File: src/design/msfb_pkg.sv
// Types and constants shared by the stepper frame builder
`timescale 1ns / 1ps
package msfb_pkg;

  localparam int FRAME_LEN = 41;
  localparam int CRC_SPAN  = 39;
  localparam int IDX_W     = 6;

  localparam logic [7:0]  FUNC_WRITE_MULTI = 8'h10;
  localparam logic [7:0]  REG_START_LO     = 8'h58;
  localparam logic [7:0]  REG_COUNT_LO     = 8'h10;
  localparam logic [7:0]  DATA_BYTE_COUNT  = 8'h20;
  localparam logic [7:0]  TRIGGER_LO       = 8'h01;
  localparam logic [15:0] CRC_INIT         = 16'hFFFF;
  localparam logic [15:0] CRC_POLY         = 16'hA001;

  localparam logic [1:0]  MODE_ABSOLUTE    = 2'd1;
  localparam logic [1:0]  MODE_RELATIVE    = 2'd2;

  localparam logic [IDX_W-1:0] LAST_IDX = IDX_W'(FRAME_LEN - 1);

  typedef logic [9:0] current_t;
  localparam current_t RUN_CURRENT_RESET = 10'd1000;

  typedef struct packed {
    logic [7:0]         motor_address;
    logic               relative_mode;
    logic signed [31:0] target_position;
    logic [31:0]        top_speed;
    logic [31:0]        start_slope;
    logic [31:0]        stop_slope;
  } cmd_t;

  typedef struct packed {
    logic [7:0]       frame_byte;
    logic [IDX_W-1:0] byte_index;
    logic             last_byte;
  } res_t;

  typedef struct packed {
    logic [7:0]  address;
    logic [1:0]  mode_word;
    logic [31:0] position;
    logic [31:0] speed;
    logic [31:0] start_slope;
    logic [31:0] stop_slope;
    current_t    run_current;
  } job_t;

  typedef struct packed {
    logic valid;
    logic full;
  } q_status_t;

endpackage

File: src/design/msfb_chan_if.sv
// Valid/ready channel interface carrying one payload
`timescale 1ns / 1ps
interface msfb_chan_if #(
  parameter type payload_t = logic
) ();
  logic     valid;
  logic     ready;
  payload_t payload;

  modport source (output valid, output payload, input ready);
  modport sink   (input valid, input payload, output ready);
endinterface

File: src/design/modbus_stepper_frame_builder.sv
// Top level of the Modbus RTU stepper frame builder
//
//   channel  dir  payload                          request
//   cmd      in   msfb_pkg::cmd_t                  one stepper command
//   res      out  msfb_pkg::res_t                  one frame byte
//   cfg      in   msfb_pkg::current_t              run current write
//
// Each command yields 41 bytes, one per cycle while res is ready.
// Commands queue up to QUEUE_DEPTH deep, the frame in progress included;
// frames run back to back with no gap. The first byte of a frame passes
// through a queue entry and then the byte-wide output register of the back end.
// Synchronous reset clears the queue, the byte counter and restores the
// run current to 1000. A stalled res holds its byte; the back end waits.
`timescale 1ns / 1ps
module modbus_stepper_frame_builder #(
  parameter int QUEUE_DEPTH = 2
) (
  input logic       clk,
  input logic       rst,
  msfb_chan_if.sink   cmd,
  msfb_chan_if.source res,
  msfb_chan_if.sink   cfg
);

  msfb_pkg::job_t      push_job;
  msfb_pkg::job_t      head_job;
  msfb_pkg::q_status_t q_status;
  logic                push;
  logic                pop;

  msfb_front u_front (
    .clk         (clk),
    .rst         (rst),
    .cmd_valid   (cmd.valid),
    .cmd_ready   (cmd.ready),
    .cmd_payload (cmd.payload),
    .cfg_valid   (cfg.valid),
    .cfg_ready   (cfg.ready),
    .cfg_payload (cfg.payload),
    .q_status    (q_status),
    .push        (push),
    .job         (push_job)
  );

  msfb_queue #(
    .DEPTH (QUEUE_DEPTH)
  ) u_queue (
    .clk      (clk),
    .rst      (rst),
    .push     (push),
    .push_job (push_job),
    .pop      (pop),
    .head     (head_job),
    .status   (q_status)
  );

  msfb_back u_back (
    .clk         (clk),
    .rst         (rst),
    .q_status    (q_status),
    .job         (head_job),
    .pop         (pop),
    .res_valid   (res.valid),
    .res_ready   (res.ready),
    .res_payload (res.payload)
  );

endmodule

File: src/design/msfb_front.sv
// Front end: config register, command accept and job classification
`timescale 1ns / 1ps
module msfb_front (
  input  logic                clk,
  input  logic                rst,
  input  logic                cmd_valid,
  output logic                cmd_ready,
  input  msfb_pkg::cmd_t      cmd_payload,
  input  logic                cfg_valid,
  output logic                cfg_ready,
  input  msfb_pkg::current_t  cfg_payload,
  input  msfb_pkg::q_status_t q_status,
  output logic                push,
  output msfb_pkg::job_t      job
);

  msfb_pkg::current_t run_current;

  always_ff @(posedge clk) begin
    if (rst) begin
      run_current <= msfb_pkg::RUN_CURRENT_RESET;
    end else if (cfg_valid && cfg_ready) begin
      run_current <= cfg_payload;
    end
  end

  assign cfg_ready = 1'b1;
  assign cmd_ready = !q_status.full;
  assign push      = cmd_valid && cmd_ready;

  always_comb begin
    job.address     = cmd_payload.motor_address;
    job.mode_word   = cmd_payload.relative_mode ? msfb_pkg::MODE_RELATIVE
                                                : msfb_pkg::MODE_ABSOLUTE;
    job.position    = cmd_payload.target_position;
    job.speed       = cmd_payload.top_speed;
    job.start_slope = cmd_payload.start_slope;
    job.stop_slope  = cmd_payload.stop_slope;
    job.run_current = run_current;
  end

endmodule

File: src/design/msfb_queue.sv
// Short job queue between front and back
`timescale 1ns / 1ps
module msfb_queue #(
  parameter int DEPTH = 2
) (
  input  logic                clk,
  input  logic                rst,
  input  logic                push,
  input  msfb_pkg::job_t      push_job,
  input  logic                pop,
  output msfb_pkg::job_t      head,
  output msfb_pkg::q_status_t status
);

  localparam int PTR_W = (DEPTH > 1) ? $clog2(DEPTH) : 1;
  localparam int CNT_W = $clog2(DEPTH + 1);
  localparam logic [PTR_W-1:0] PTR_LAST = PTR_W'(DEPTH - 1);
  localparam logic [CNT_W-1:0] CNT_FULL = CNT_W'(DEPTH);

  msfb_pkg::job_t   entries [DEPTH];
  logic [PTR_W-1:0] wr_ptr;
  logic [PTR_W-1:0] rd_ptr;
  logic [CNT_W-1:0] count;
  logic             do_push;
  logic             do_pop;

  assign status.valid = (count != '0);
  assign status.full  = (count == CNT_FULL);
  assign do_push      = push && !status.full;
  assign do_pop       = pop && status.valid;
  assign head         = entries[rd_ptr];

  always_ff @(posedge clk) begin
    if (do_push) begin
      entries[wr_ptr] <= push_job;
    end
  end

  always_ff @(posedge clk) begin
    if (rst) begin
      wr_ptr <= '0;
      rd_ptr <= '0;
      count  <= '0;
    end else begin
      if (do_push) begin
        wr_ptr <= (wr_ptr == PTR_LAST) ? '0 : wr_ptr + 1'b1;
      end
      if (do_pop) begin
        rd_ptr <= (rd_ptr == PTR_LAST) ? '0 : rd_ptr + 1'b1;
      end
      if (do_push && !do_pop) begin
        count <= count + 1'b1;
      end else if (do_pop && !do_push) begin
        count <= count - 1'b1;
      end
    end
  end

endmodule

File: src/design/msfb_back.sv
// Back end: byte serializer with running CRC-16 and output register
`timescale 1ns / 1ps
module msfb_back (
  input  logic                clk,
  input  logic                rst,
  input  msfb_pkg::q_status_t q_status,
  input  msfb_pkg::job_t      job,
  output logic                pop,
  output logic                res_valid,
  input  logic                res_ready,
  output msfb_pkg::res_t      res_payload
);

  logic [msfb_pkg::IDX_W-1:0] idx;
  logic [15:0]                crc;
  logic [15:0]                crc_next;
  logic [7:0]                 cur_byte;
  logic                       advance;
  logic                       at_last;

  function automatic logic [15:0] crc_update(logic [15:0] c_in, logic [7:0] b);
    logic [15:0] c;
    c = c_in ^ {8'h00, b};
    for (int k = 0; k < 8; k++) begin
      c = c[0] ? ((c >> 1) ^ msfb_pkg::CRC_POLY) : (c >> 1);
    end
    return c;
  endfunction

  always_comb begin
    unique case (idx) inside
      6'd0:                      cur_byte = job.address;
      6'd1:                      cur_byte = msfb_pkg::FUNC_WRITE_MULTI;
      6'd3:                      cur_byte = msfb_pkg::REG_START_LO;
      6'd5:                      cur_byte = msfb_pkg::REG_COUNT_LO;
      6'd6:                      cur_byte = msfb_pkg::DATA_BYTE_COUNT;
      6'd14:                     cur_byte = {6'b0, job.mode_word};
      6'd15:                     cur_byte = job.position[31:24];
      6'd16:                     cur_byte = job.position[23:16];
      6'd17:                     cur_byte = job.position[15:8];
      6'd18:                     cur_byte = job.position[7:0];
      6'd19:                     cur_byte = job.speed[31:24];
      6'd20:                     cur_byte = job.speed[23:16];
      6'd21:                     cur_byte = job.speed[15:8];
      6'd22:                     cur_byte = job.speed[7:0];
      6'd23:                     cur_byte = job.start_slope[31:24];
      6'd24:                     cur_byte = job.start_slope[23:16];
      6'd25:                     cur_byte = job.start_slope[15:8];
      6'd26:                     cur_byte = job.start_slope[7:0];
      6'd27:                     cur_byte = job.stop_slope[31:24];
      6'd28:                     cur_byte = job.stop_slope[23:16];
      6'd29:                     cur_byte = job.stop_slope[15:8];
      6'd30:                     cur_byte = job.stop_slope[7:0];
      6'd33:                     cur_byte = {6'b0, job.run_current[9:8]};
      6'd34:                     cur_byte = job.run_current[7:0];
      6'd38:                     cur_byte = msfb_pkg::TRIGGER_LO;
      6'd39:                     cur_byte = crc[7:0];
      6'd40:                     cur_byte = crc[15:8];
      default:                   cur_byte = 8'h00;
    endcase
  end

  assign crc_next = crc_update((idx == '0) ? msfb_pkg::CRC_INIT : crc, cur_byte);
  assign advance  = q_status.valid && (!res_valid || res_ready);
  assign at_last  = (idx == msfb_pkg::LAST_IDX);
  assign pop      = advance && at_last;

  always_ff @(posedge clk) begin
    if (rst) begin
      idx       <= '0;
      res_valid <= 1'b0;
    end else if (advance) begin
      idx       <= at_last ? '0 : idx + 1'b1;
      res_valid <= 1'b1;
    end else if (res_ready) begin
      res_valid <= 1'b0;
    end
  end

  always_ff @(posedge clk) begin
    if (advance) begin
      res_payload.frame_byte <= cur_byte;
      res_payload.byte_index <= idx;
      res_payload.last_byte  <= at_last;
      if (idx < msfb_pkg::IDX_W'(msfb_pkg::CRC_SPAN)) begin
        crc <= crc_next;
      end
    end
  end

endmodule

File: src/flat_wrapper.sv
// flat-port wrapper written by rule: the top's interface ports become plain ports
module modbus_stepper_frame_builder_flat 
#(
  parameter int QUEUE_DEPTH = 2
)
  (clk, rst, cmd_valid, cmd_payload, cmd_ready, res_valid, res_payload, res_ready, cfg_valid, cfg_payload, cfg_ready);
  msfb_chan_if cmd_i ();
  msfb_chan_if res_i ();
  msfb_chan_if cfg_i ();
  input logic clk;
  input logic rst;
  input wire logic [$bits(cmd_i.valid)-1:0] cmd_valid;
  input wire logic [$bits(cmd_i.payload)-1:0] cmd_payload;
  output wire logic [$bits(cmd_i.ready)-1:0] cmd_ready;
  output wire logic [$bits(res_i.valid)-1:0] res_valid;
  output wire logic [$bits(res_i.payload)-1:0] res_payload;
  input wire logic [$bits(res_i.ready)-1:0] res_ready;
  input wire logic [$bits(cfg_i.valid)-1:0] cfg_valid;
  input wire logic [$bits(cfg_i.payload)-1:0] cfg_payload;
  output wire logic [$bits(cfg_i.ready)-1:0] cfg_ready;
  assign cmd_i.valid = cmd_valid;
  assign cmd_i.payload = cmd_payload;
  assign cmd_ready = cmd_i.ready;
  assign res_valid = res_i.valid;
  assign res_payload = res_i.payload;
  assign res_i.ready = res_ready;
  assign cfg_i.valid = cfg_valid;
  assign cfg_i.payload = cfg_payload;
  assign cfg_ready = cfg_i.ready;
  modbus_stepper_frame_builder #(.QUEUE_DEPTH(QUEUE_DEPTH)) u_core (.clk(clk), .rst(rst), .cmd(cmd_i), .res(res_i), .cfg(cfg_i));
endmodule
File: config.mk
export PLATFORM = sky130hd
export DESIGN_NAME = modbus_stepper_frame_builder_flat
export DESIGN_NICKNAME = d
export VERILOG_FILES = /design/src/design/msfb_pkg.sv /design/src/design/msfb_chan_if.sv /design/src/design/modbus_stepper_frame_builder.sv /design/src/design/msfb_front.sv /design/src/design/msfb_queue.sv /design/src/design/msfb_back.sv /design/src/flat_wrapper.sv
export SDC_FILE = /design/constraint.sdc
export NUM_CORES = 1
export LEC_CHECK = 0
export BUFFER_PORTS_ARGS = -buffer_cell sky130_fd_sc_hd__buf_2
export CORE_AREA = 2 2 39 41
export CTS_CLUSTER_SIZE = 14
export DETAILED_ROUTE_END_ITERATION = 7
export DIE_AREA = 0 0 41 43
export PLACE_DENSITY = 0.68
export SYNTH_ARGS = -nofsm -noshare
export SYNTH_HDL_FRONTEND = slang
export SYNTH_SLANG_ARGS = --single-unit
File: constraint.sdc
create_clock -name clk -period 5.1 [get_ports clk]
set_clock_uncertainty 0.1 [all_clocks]
set_input_delay 0.51 -clock clk [delete_from_list [all_inputs] [get_ports clk]]
set_output_delay 0.51 -clock clk [all_outputs]
set_load 0.005 [all_outputs]
==> results of run 1 <==
per-layer routing:
layer	up-vias	track usage	part of all wire
li1	224	-	-
met3	4	0.0471	0.058
met5	-	0	0
met2	13	0.178	0.45
met4	0	0.120	0.043
met1	199	0.154	0.44
layout make-up:
class | count | area share
Clock buffer | 4 | 0.0460
Inverter | 5 | 0.0328
Multi-Input combinational cell | 44 | 0.466
Sequential cell | 10 | 0.368
Tap cell | 16 | 0.0350
Timing Repair Buffer | 6 | 0.0525
through the flow:
step | hold WS, ns | instances | power, mW
6_report | 0.390 | 85 | 0.194
5_1_grt | 0.423 | 85 | 0.209
4_1_cts | 0.395 | 85 | 0.196
2_1_floorplan | 0.366 | 61 | 0.128
3_5_place_dp | 0.386 | 81 | 0.139
3_3_place_gp | 0.383 | 81 | 0.137
kinds of logic after synthesis:
kind of cell             count (synthesis)
flip-flops                              10
buffers and inverters                    7
XOR/XNOR                                 3
adder cells (fa/ha/maj)                  3
other                                    1
AND/OR/NAND/NOR                         26
AO/OA/AOI/OAI                           11
placed cells by master, fill, tap and decap left out, drive strengths merged:
master	Yosys	layout
conb	1	1
xor2	2	2
inv	5	5
nor2b	1	1
nor3	1	1
o211ai	1	1
o21ai	3	3
or3	3	3
dfxtp	9	9
nand2	6	6
and2	1	1
o311ai	1	1
nand4b	1	1
nor2	6	6
ha	3	3
buf	1	6
edfxtp	1	1
a31oi	1	1
a21oi	5	5
nand3	3	3
clkbuf	1	4
nand2b	2	2
xnor2	1	1
or4	2	2
synthesized netlist by cell type:
master and n:
nand2_1 6, xor2_1 2, nor3_1 1, or4_1 2, buf_4 1, nor2_1 6, and2_1 1, nand4b_1 1
ha_1 3, o21ai_2 1, nand3_1 3, o211ai_1 1, clkbuf_1 1, conb_1 1, o311ai_1 1, inv_1 5
or3_1 3, a31oi_1 1, edfxtp_1 1, dfxtp_1 9, xnor2_1 1, nor2b_1 1, o21ai_0 2, nand2b_1 2
a21oi_1 5
worst min-delay path, cell delays in order, from the launching register on:
cell and delay (ns):
dfxtp_1 0.33, nand2_1 0.06, a21oi_1 0.05
state kept, by name, indices dropped and copies added (netlist names):
signal	flops
u_core.u_queue.count	2
u_core.u_back.res_valid	1
u_core.u_back.idx	6
u_core.u_back.res_payload	1
power by group through the flow:
stage               clock, mW  combinational [mW]  sequential, mW
global placement            0              0.0386          0.0988
finish                 0.0568              0.0397          0.0972
CTS                    0.0590              0.0397          0.0974
floorplan                   0              0.0296          0.0981
detailed placement          0              0.0394          0.0992
global route           0.0647              0.0457          0.0988
worst max path at each step:
stage               slack (ns)                         startpoint  depth (start not counted)                              endpoint
floorplan                 3.27                          res_ready                          7  u_core.u_queue.count[1]$_SDFFE_PP0P_
global route              2.99  u_core.u_back.idx[0]$_SDFFE_PP0P_                          8  u_core.u_queue.count[1]$_SDFFE_PP0P_
detailed placement        3.02                          res_ready                          8  u_core.u_queue.count[1]$_SDFFE_PP0P_
finish                    3.12  u_core.u_back.idx[0]$_SDFFE_PP0P_                          8  u_core.u_queue.count[1]$_SDFFE_PP0P_
global placement          3.05                          res_ready                          8  u_core.u_queue.count[1]$_SDFFE_PP0P_
CTS                       3.12  u_core.u_back.idx[0]$_SDFFE_PP0P_                          8  u_core.u_queue.count[1]$_SDFFE_PP0P_
==> out/metrics.cfg, run 1 <==
[global_routing]
overflow = 0
grt_pass1_wl_mm = 1.52
track_usage = 0.132
antenna_found_initial = 0
grt_pass1_vias = 377
grt_max_degree = 12

[power_and_ir_drop]
leakagePower_nw = 0.216
power.density_mw_per_mm2 = 339
intPower_uw = 136
pwr-share-comb = 0.205
p_switching_uw = 57.6
clkPwrFrac = 0.293
seqPwrFrac = 0.502
ir_drop_mv = 0.154
switching_share = 0.297

[drt]
wire_per_inst_um = 10.1
drtIter0Drc = 11
route.detailed.drc = 0
vias = 440
vias_per_cell = 5.18
ant_nets = 0
dr.pass1.iters = 4
drt-total-wl_um = 856

[synth]
ys_types = 25
synth_fa_ha_area_frac = 0.0741
yosys.area_share.simple = 0.262
yosysTopAreaCell = dfxtp_1
syn-num-nets = 71
synth_seq_cells = 10
syn_avg_cell_area_sq_um = 8.31
synth_top_family_by_area = simple AND/OR/NAND/NOR gates
synth-compound-area-share = 0.131
synth_mux_area_frac = 0
ys_seq_area_frac = 0.415
syn-cell-area_sq_um = 507
synthXorXnorAreaFrac = 0.0519
netlist_instances = 61
synth_top_area_share = 0.356
yosys_warnings = 0
synthTopCellsByArea = dfxtp_1, ha_1, edfxtp_1, a21oi_1, nand2_1

[floorplan]
boundaryPins = 11
die_area_sq_mm = 0.00176
die_w_um = 41
start_util = 0.366
num_rows = 14
die_h_um = 43
core_sq_mm = 0.00138

[final_layout]
area_delta_synth_final_pct = 12.8
multi_input_area_sq_um = 267
nFillCells = 161
final_area_sq_um = 572
antennaDiodeCount = 0
drive_gt1_frac = 0.145
fin_nets = 80
ff_latch_area_sq_um = 210
utilization = 0.413

[clocking]
numCtsBuffers = 3
clkTransAtPathRegs_ns = 0.07
root_buffer = clkbuf_4
postCtsSetupRepairBufs = 0
cts_resized = 0
holdBufCountCts = 0
clk_path_buf_depth = 2
worstSkewPairLatency_ns = 0.26
h-tree-depth = 1
numClockSinks = 10
cts_tree = done

[placed_design]
hpwl_um = 628
place_area_sq_um = 546
port_buffers = 6
gp_congestion = 0.763
pre_cts_slack_ns = 3.02

[worst_setup_path]
r2r_cells = 8
critPathSlowestCell = or3_1
crit_fanout = 5
cp_common_cell = ha_1
reg2reg_from = u_core.u_back.idx[0]$_SDFFE_PP0P_
cp.arrival_ns = 2.08
r2r_end = u_core.u_queue.count[1]$_SDFFE_PP0P_
cp-end-kind = flip-flop
path_buf_inv = 1
r2r_slack_ns = 3.12
cp.required_ns = 5.20
critPathKind = reg2reg
start_kind = flip-flop
crit_family = simple AND/OR/NAND/NOR gates
crit_chain = inv_1, ha_1, nand4b_1, nor2_1, nand2_1, ha_1, or3_1, a21oi_1
cpPeakStageDelay_ns = 0.35

[flow_run]
max-cap-violations = 0

[timing]
fin_ws_ns = 3.12
drv_slew = 0
max_freq_mhz = 505
fin_crit_sh = 0.388
setup_viol = 0
setup_tns_ns = 0
final_hold_viol_count = 0
rsz0062_at_grt = false
period_minus_slack_ns = 1.98

[worst_hold_path]
hold_path.class = reg2reg
hold_start = u_core.u_back.idx[1]$_SDFFE_PP0P_
holdPathEnd = u_core.u_back.idx[1]$_SDFFE_PP0P_
min_path_cells = 2

[run_status]
outcome = finished, final reports clean

Power figures use the tool's default switching activity.
==> run 2, diff against run 1 <==
==> constraint.sdc (replaced) <==
create_clock -name clk -period 2.05 [get_ports clk]
set_clock_uncertainty 0.1 [all_clocks]
set_input_delay 0.205 -clock clk [delete_from_list [all_inputs] [get_ports clk]]
set_output_delay 0.205 -clock clk [all_outputs]
set_load 0.005 [all_outputs]
==> run 2 against run 1 <==
Worst hold slack worse by 0.25 ns. Total power up 150%. Final area up 1.3%. Sequential cell count unchanged. Highest routed layer unchanged. Routed wire length up 1.6%. Global-route usage up 1.0 points. Fmax up 7.4%. Combinational power up 150%. Via count down 3.2%. Register-to-register slack worse by 2.9 ns.
==> out/metrics.cfg, run 2 (synthesized netlist as in run 1, its figures left out) <==
[worst_setup_path]
critPathSlowestCell = or3_1
cp.required_ns = 2.15
crit_chain = inv_1, ha_1, nand4b_1, nor2_1, nand2_1, ha_1, or3_1, a21oi_1
cpPeakStageDelay_ns = 0.35
r2r_slack_ns = 0.21
cp-startpoint = u_core.u_back.idx[0]$_SDFFE_PP0P_
start_kind = flip-flop
crit_fanout = 5
cp.arrival_ns = 1.95
cp_common_cell = ha_1
crit_end = u_core.u_queue.count[1]$_SDFFE_PP0P_
r2r_cells = 8
cp-end-kind = flip-flop
critPathKind = reg2reg
r2r_end = u_core.u_queue.count[1]$_SDFFE_PP0P_
reg2reg_from = u_core.u_back.idx[0]$_SDFFE_PP0P_

[drt]
vias = 426
vias_per_cell = 4.95
top_layer_used = met4
ant_nets = 0
drt-total-wl_um = 870
wl_met2_um = 384
routed-wl-met3_um = 28
dr.pass1.iters = 3
wire_per_inst_um = 10.1
drtIter0Drc = 5
drt-met1-wl_um = 406
route.detailed.drc = 0

[final_layout]
area_delta_synth_final_pct = 14.3
antennaDiodeCount = 0
largest_register_ffs = 6
drive_gt1_frac = 0.157
final_common_cell = dfxtp_1
mostFrequentLayoutCells = dfxtp_1, nor2_1, nand2_1, buf_2
top_regs = u_core.u_back.idx: 6 flops, u_core.u_queue.count: 2 flops
fin_nets = 81
regMostFlops = u_core.u_back.idx

[placed_design]
gp_congestion = 0.753
hpwl_um = 648
pre_cts_slack_ns = 0.226
port_buffers = 6

[timing]
rsz0062_at_grt = false
drv_slew = 0
final_hold_viol_count = 0
setup_tns_ns = 0
fin_ws_ns = 0.207
fin_crit_sh = 0.899
period_minus_slack_ns = 1.84
setup_viol = 0
max_freq_mhz = 543

[floorplan]
num_rows = 14
boundaryPins = 11
start_util = 0.366
core_sq_mm = 0.00138
die_area_sq_mm = 0.00176
die_w_um = 41
die_h_um = 43

[power_and_ir_drop]
power.density_mw_per_mm2 = 835
ir_drop_mv = 0.466
leakagePower_nw = 0.221

[clocking]
root_buffer = clkbuf_4
cts_tree = done
numCtsBuffers = 3
h-tree-depth = 1
clk_path_buf_depth = 2
cts_resized = 0
numClockSinks = 10
holdBufCountCts = 0
clkTransAtPathRegs_ns = 0.06
postCtsSetupRepairBufs = 0
worstSkewPairLatency_ns = 0.27

[global_routing]
antenna_found_initial = 0
grt_max_degree = 12
grt_pass1_vias = 386
track_usage = 0.142
grt_pass1_wl_mm = 1.57
overflow = 0

[worst_hold_path]
hold_path.class = in2reg

[flow_run]
max-cap-violations = 0

[run_status]
outcome = finished, final reports clean

## run 2: cell types whose count changed in the layout (fill, tap and decap cells not counted)
cell,delta
buf_4,+1
## run 2: how the worst min path moves through the flow
stage | from | to | slack [ns] | cells past startpoint
floorplan | rst | u_core.u_back.idx[5]$_SDFFE_PP0P_ | 0.32 | 2
CTS | rst | u_core.u_queue.count[1]$_SDFFE_PP0P_ | 0.14 | 2
global route | rst | u_core.u_queue.count[1]$_SDFFE_PP0P_ | 0.16 | 2
finish | rst | u_core.u_queue.count[1]$_SDFFE_PP0P_ | 0.14 | 2
detailed placement | u_core.u_back.idx[1]$_SDFFE_PP0P_ | u_core.u_back.idx[1]$_SDFFE_PP0P_ | 0.39 | 2
global placement | u_core.u_back.idx[1]$_SDFFE_PP0P_ | u_core.u_back.idx[1]$_SDFFE_PP0P_ | 0.38 | 2
## run 2: area by class of cell
| cell class | instances | area (sq um) |
|---|---|---|
| Clock buffer | 4 | 26.3 |
| Fill cell | 135 | 805 |
| Inverter | 5 | 18.8 |
| Multi-Input combinational cell | 44 | 267 |
| Sequential cell | 10 | 210 |
| Tap cell | 16 | 20.0 |
| Timing Repair Buffer | 7 | 37.5 |
## run 2: routing by layer
layer / up-vias / track usage
met2: 7 / 0.181
met4: 0 / 0.160
met5: - / 0
met3: 4 / 0.0471
li1: 225 / -
met1: 190 / 0.163
## run 2: power by group
part | internal, mW | switching (mW) | leakage (nW) | total (mW)
logic | 0.0427 | 0.0546 | 0.123 | 0.0973
clock network | 0.0754 | 0.0684 | 0.0150 | 0.144
registers | 0.221 | 0.0216 | 0.0833 | 0.242
## run 2: through the flow
stage	hold slack, ns	utilization	power, mW	std cells	area [sq um]
CTS	0.142	0.419	0.489	86	579
global placement	0.383	0.400	0.342	82	553
detailed placement	0.390	0.400	0.345	82	553
finish	0.136	0.419	0.483	86	579
floorplan	0.323	-	0.318	61	507
global route	0.158	0.419	0.515	86	579
## run 2: worst max-delay path, delay by kind of cell, from the launching register on
family	cells	cell delay, ns
and+or+nand+nor	4	0.69
adders and majority gates	2	0.44
DFF	1	0.34
AOI/OAI and AO/OA	1	0.14
buffers and inverters	1	0.06
==> run 3, diff against run 2 <==
--- a/config.mk
+++ b/config.mk
@@ -5,12 +5,14 @@
 export SDC_FILE = /design/constraint.sdc
 export NUM_CORES = 1
 export LEC_CHECK = 0
+export ABC_AREA = 1
 export BUFFER_PORTS_ARGS = -buffer_cell sky130_fd_sc_hd__buf_2
 export CORE_AREA = 2 2 39 41
 export CTS_CLUSTER_SIZE = 14
 export DETAILED_ROUTE_END_ITERATION = 7
 export DIE_AREA = 0 0 41 43
-export PLACE_DENSITY = 0.68
+export PLACE_DENSITY = 0.72
+export RECOVER_POWER = 50
 export SYNTH_ARGS = -nofsm -noshare
 export SYNTH_HDL_FRONTEND = slang
 export SYNTH_SLANG_ARGS = --single-unit
==> run 3 against run 2 <==
Sequential power fell by 5%. Die area did not move. Via count rose by 6.6%. Final area rose by 7.1%. Routed wire length rose by 1.6%. Synthesized cell count rose by 23%. Final cell count rose by 16%. Largest power group unchanged. Highest routed layer unchanged.
==> out/metrics.cfg, run 3 <==
[floorplan]
num_rows = 14
boundaryPins = 11
die_w_um = 41
start_util = 0.404
die_h_um = 43
core_sq_mm = 0.00138
die_area_sq_mm = 0.00176

[global_routing]
grt_pass1_vias = 369
grt_pass1_wl_mm = 1.44
grt_max_degree = 10
antenna_found_initial = 0
track_usage = 0.123
overflow = 0

[synth]
synthFlopType = dfxtp_1
yosysMostFrequentCell = nand2_1
synth_seq_cells = 10
synth_commonest_cells = nand2_1, inv_1, dfxtp_1
yosysTopAreaCell = dfxtp_1
ys_types = 20
ys_seq_area_frac = 0.376
async_flop_share = 0
synth_edf_count = 1
yosys_warnings = 0
syn_avg_cell_area_sq_um = 7.46
synth_top_area_share = 0.322
syn-cell-area_sq_um = 559
syn-num-nets = 85
synthTopCellsByArea = dfxtp_1, nand2_1, inv_1, a21oi_1, ha_1
netlist_instances = 75

[final_layout]
fin_nets = 95
final_common_cell = nand2_1
nFillCells = 140
finalNonFillerCells = 100
final_area_sq_um = 621
regMostFlops = u_core.u_back.idx
top_regs = u_core.u_back.idx: 6 flops, u_core.u_queue.count: 2 flops
antennaDiodeCount = 0
mostFrequentLayoutCells = nand2_1, inv_1, dfxtp_1
drive_gt1_frac = 0.143
largest_register_ffs = 6
area_delta_synth_final_pct = 11.0

[clocking]
holdBufCountCts = 0
clkTransAtPathRegs_ns = 0.07
worstSkewPairLatency_ns = 0.27
numClockSinks = 10
numCtsBuffers = 3
clk_path_buf_depth = 2
cts_tree = done
postCtsSetupRepairBufs = 0
cts_resized = 0
root_buffer = clkbuf_4
h-tree-depth = 1

[worst_setup_path]
cp.arrival_ns = 1.83
critPathSlowestCell = dfxtp_1
critPathKind = reg2reg
cp_common_cell = ha_1
crit_chain = inv_1, ha_1, nand3_1, nor2_2, nand2_2, ha_1, nand3b_1, o21ai_0, a21oi_1
cp.required_ns = 2.10
cpPeakStageDelay_ns = 0.34
cp-end-kind = flip-flop
crit_fanout = 4
start_kind = flip-flop

[drt]
drtIter0Drc = 11
dr.pass1.iters = 3
route.detailed.drc = 0
wire_per_inst_um = 8.84
ant_nets = 0
vias_per_cell = 4.54
drt-total-wl_um = 884
vias = 454

[placed_design]
gp_congestion = 0.672
place_area_sq_um = 602
hpwl_um = 696
numPlacedInstances = 96
port_buffers = 6

[timing]
whs_ns = 0.0446
rsz0062_at_grt = false
period_minus_slack_ns = 1.79
max_freq_mhz = 560
setup_tns_ns = 0
drv_slew = 0
fin_crit_sh = 0.871
setup_viol = 0
final_hold_viol_count = 0

[power_and_ir_drop]
power.density_mw_per_mm2 = 741
leakagePower_nw = 0.270
ir_drop_mv = 0.291

[run_status]
outcome = finished, final reports clean

[worst_hold_path]
hold_path.class = in2reg

[flow_run]
max-cap-violations = 0

[run 3: changes by cell type in the layout (fill, tap and decap cells not counted), moves of 3 or more]
| cell | change |
|---|---|
| a21oi_1 | +3 |
| inv_1 | +9 |
| nand2_1 | +10 |
| nand3_1 | +3 |
| or3_1 | -3 |
[run 3: cell type report]
type	instances	area (sq um)	area share
tap	16	20.0	0.0323
inverter	14	52.6	0.0847
multi-input combinational	50	284	0.458
timing repair buffer	6	27.5	0.0444
clock buffer	4	26.3	0.0423
sequential	10	210	0.339
[run 3: cells by family after synthesis]
family	share of synthesized area
other	0.00670
flip-flops	0.376
buffers and inverters	0.107
AND/OR/NAND/NOR	0.318
adder cells (fa/ha/maj)	0.0671
AO/OA/AOI/OAI	0.125
[run 3: where the power goes]
part	total, mW	leakage [nW]	internal [mW]	switching (mW)
clock network	0.143	0.0150	0.0751	0.0676
registers	0.229	0.0836	0.214	0.0145
logic	0.0882	0.172	0.0347	0.0535
[run 3: worst max-delay path, delay by kind of cell (launching register included)]
| kind | cells | cell delay, ns |
|---|---|---|
| AND/OR/NAND/NOR | 4 | 0.49 |
| adder cells (fa/ha/maj) | 2 | 0.45 |
| flip-flops | 1 | 0.34 |
| AO/OA/AOI/OAI | 2 | 0.21 |
| buffers and inverters | 1 | 0.08 |
[run 3: path summary, 6_finish.rpt]
check                                    startpoint                                   end  slack, ns  cells past startpoint
setup / recovery  u_core.u_back.idx[0]$_SDFFE_PP0P_  u_core.u_queue.count[1]$_SDFFE_PP0P_       0.26                      9
hold / removal                                  rst     u_core.u_back.idx[4]$_SDFFE_PP0P_       0.04                      2
setup reg to reg  u_core.u_back.idx[0]$_SDFFE_PP0P_  u_core.u_queue.count[1]$_SDFFE_PP0P_       0.26                      9
hold reg to reg   u_core.u_back.idx[0]$_SDFFE_PP0P_     u_core.u_back.idx[0]$_SDFFE_PP0P_       0.40                      2
[run 3: per-layer routing]
layer / up-vias / global-route usage / routed length, um
li1: 255 / - / -
met1: 186 / 0.154 / 441
met4: 0 / 0.100 / 20
met3: 4 / 0.0471 / 30
met2: 9 / 0.159 / 392
met5: - / 0 / 0
[run 3: through the flow]
| step | util | setup WS [ns] | power (mW) |
|---|---|---|---|
| floorplan | - | 0.424 | 0.304 |
| global placement | 0.435 | 0.326 | 0.324 |
| detailed placement | 0.435 | 0.283 | 0.327 |
| CTS | 0.454 | 0.254 | 0.470 |
| global route | 0.448 | 0.0821 | 0.494 |
| finish | 0.448 | 0.264 | 0.460 |
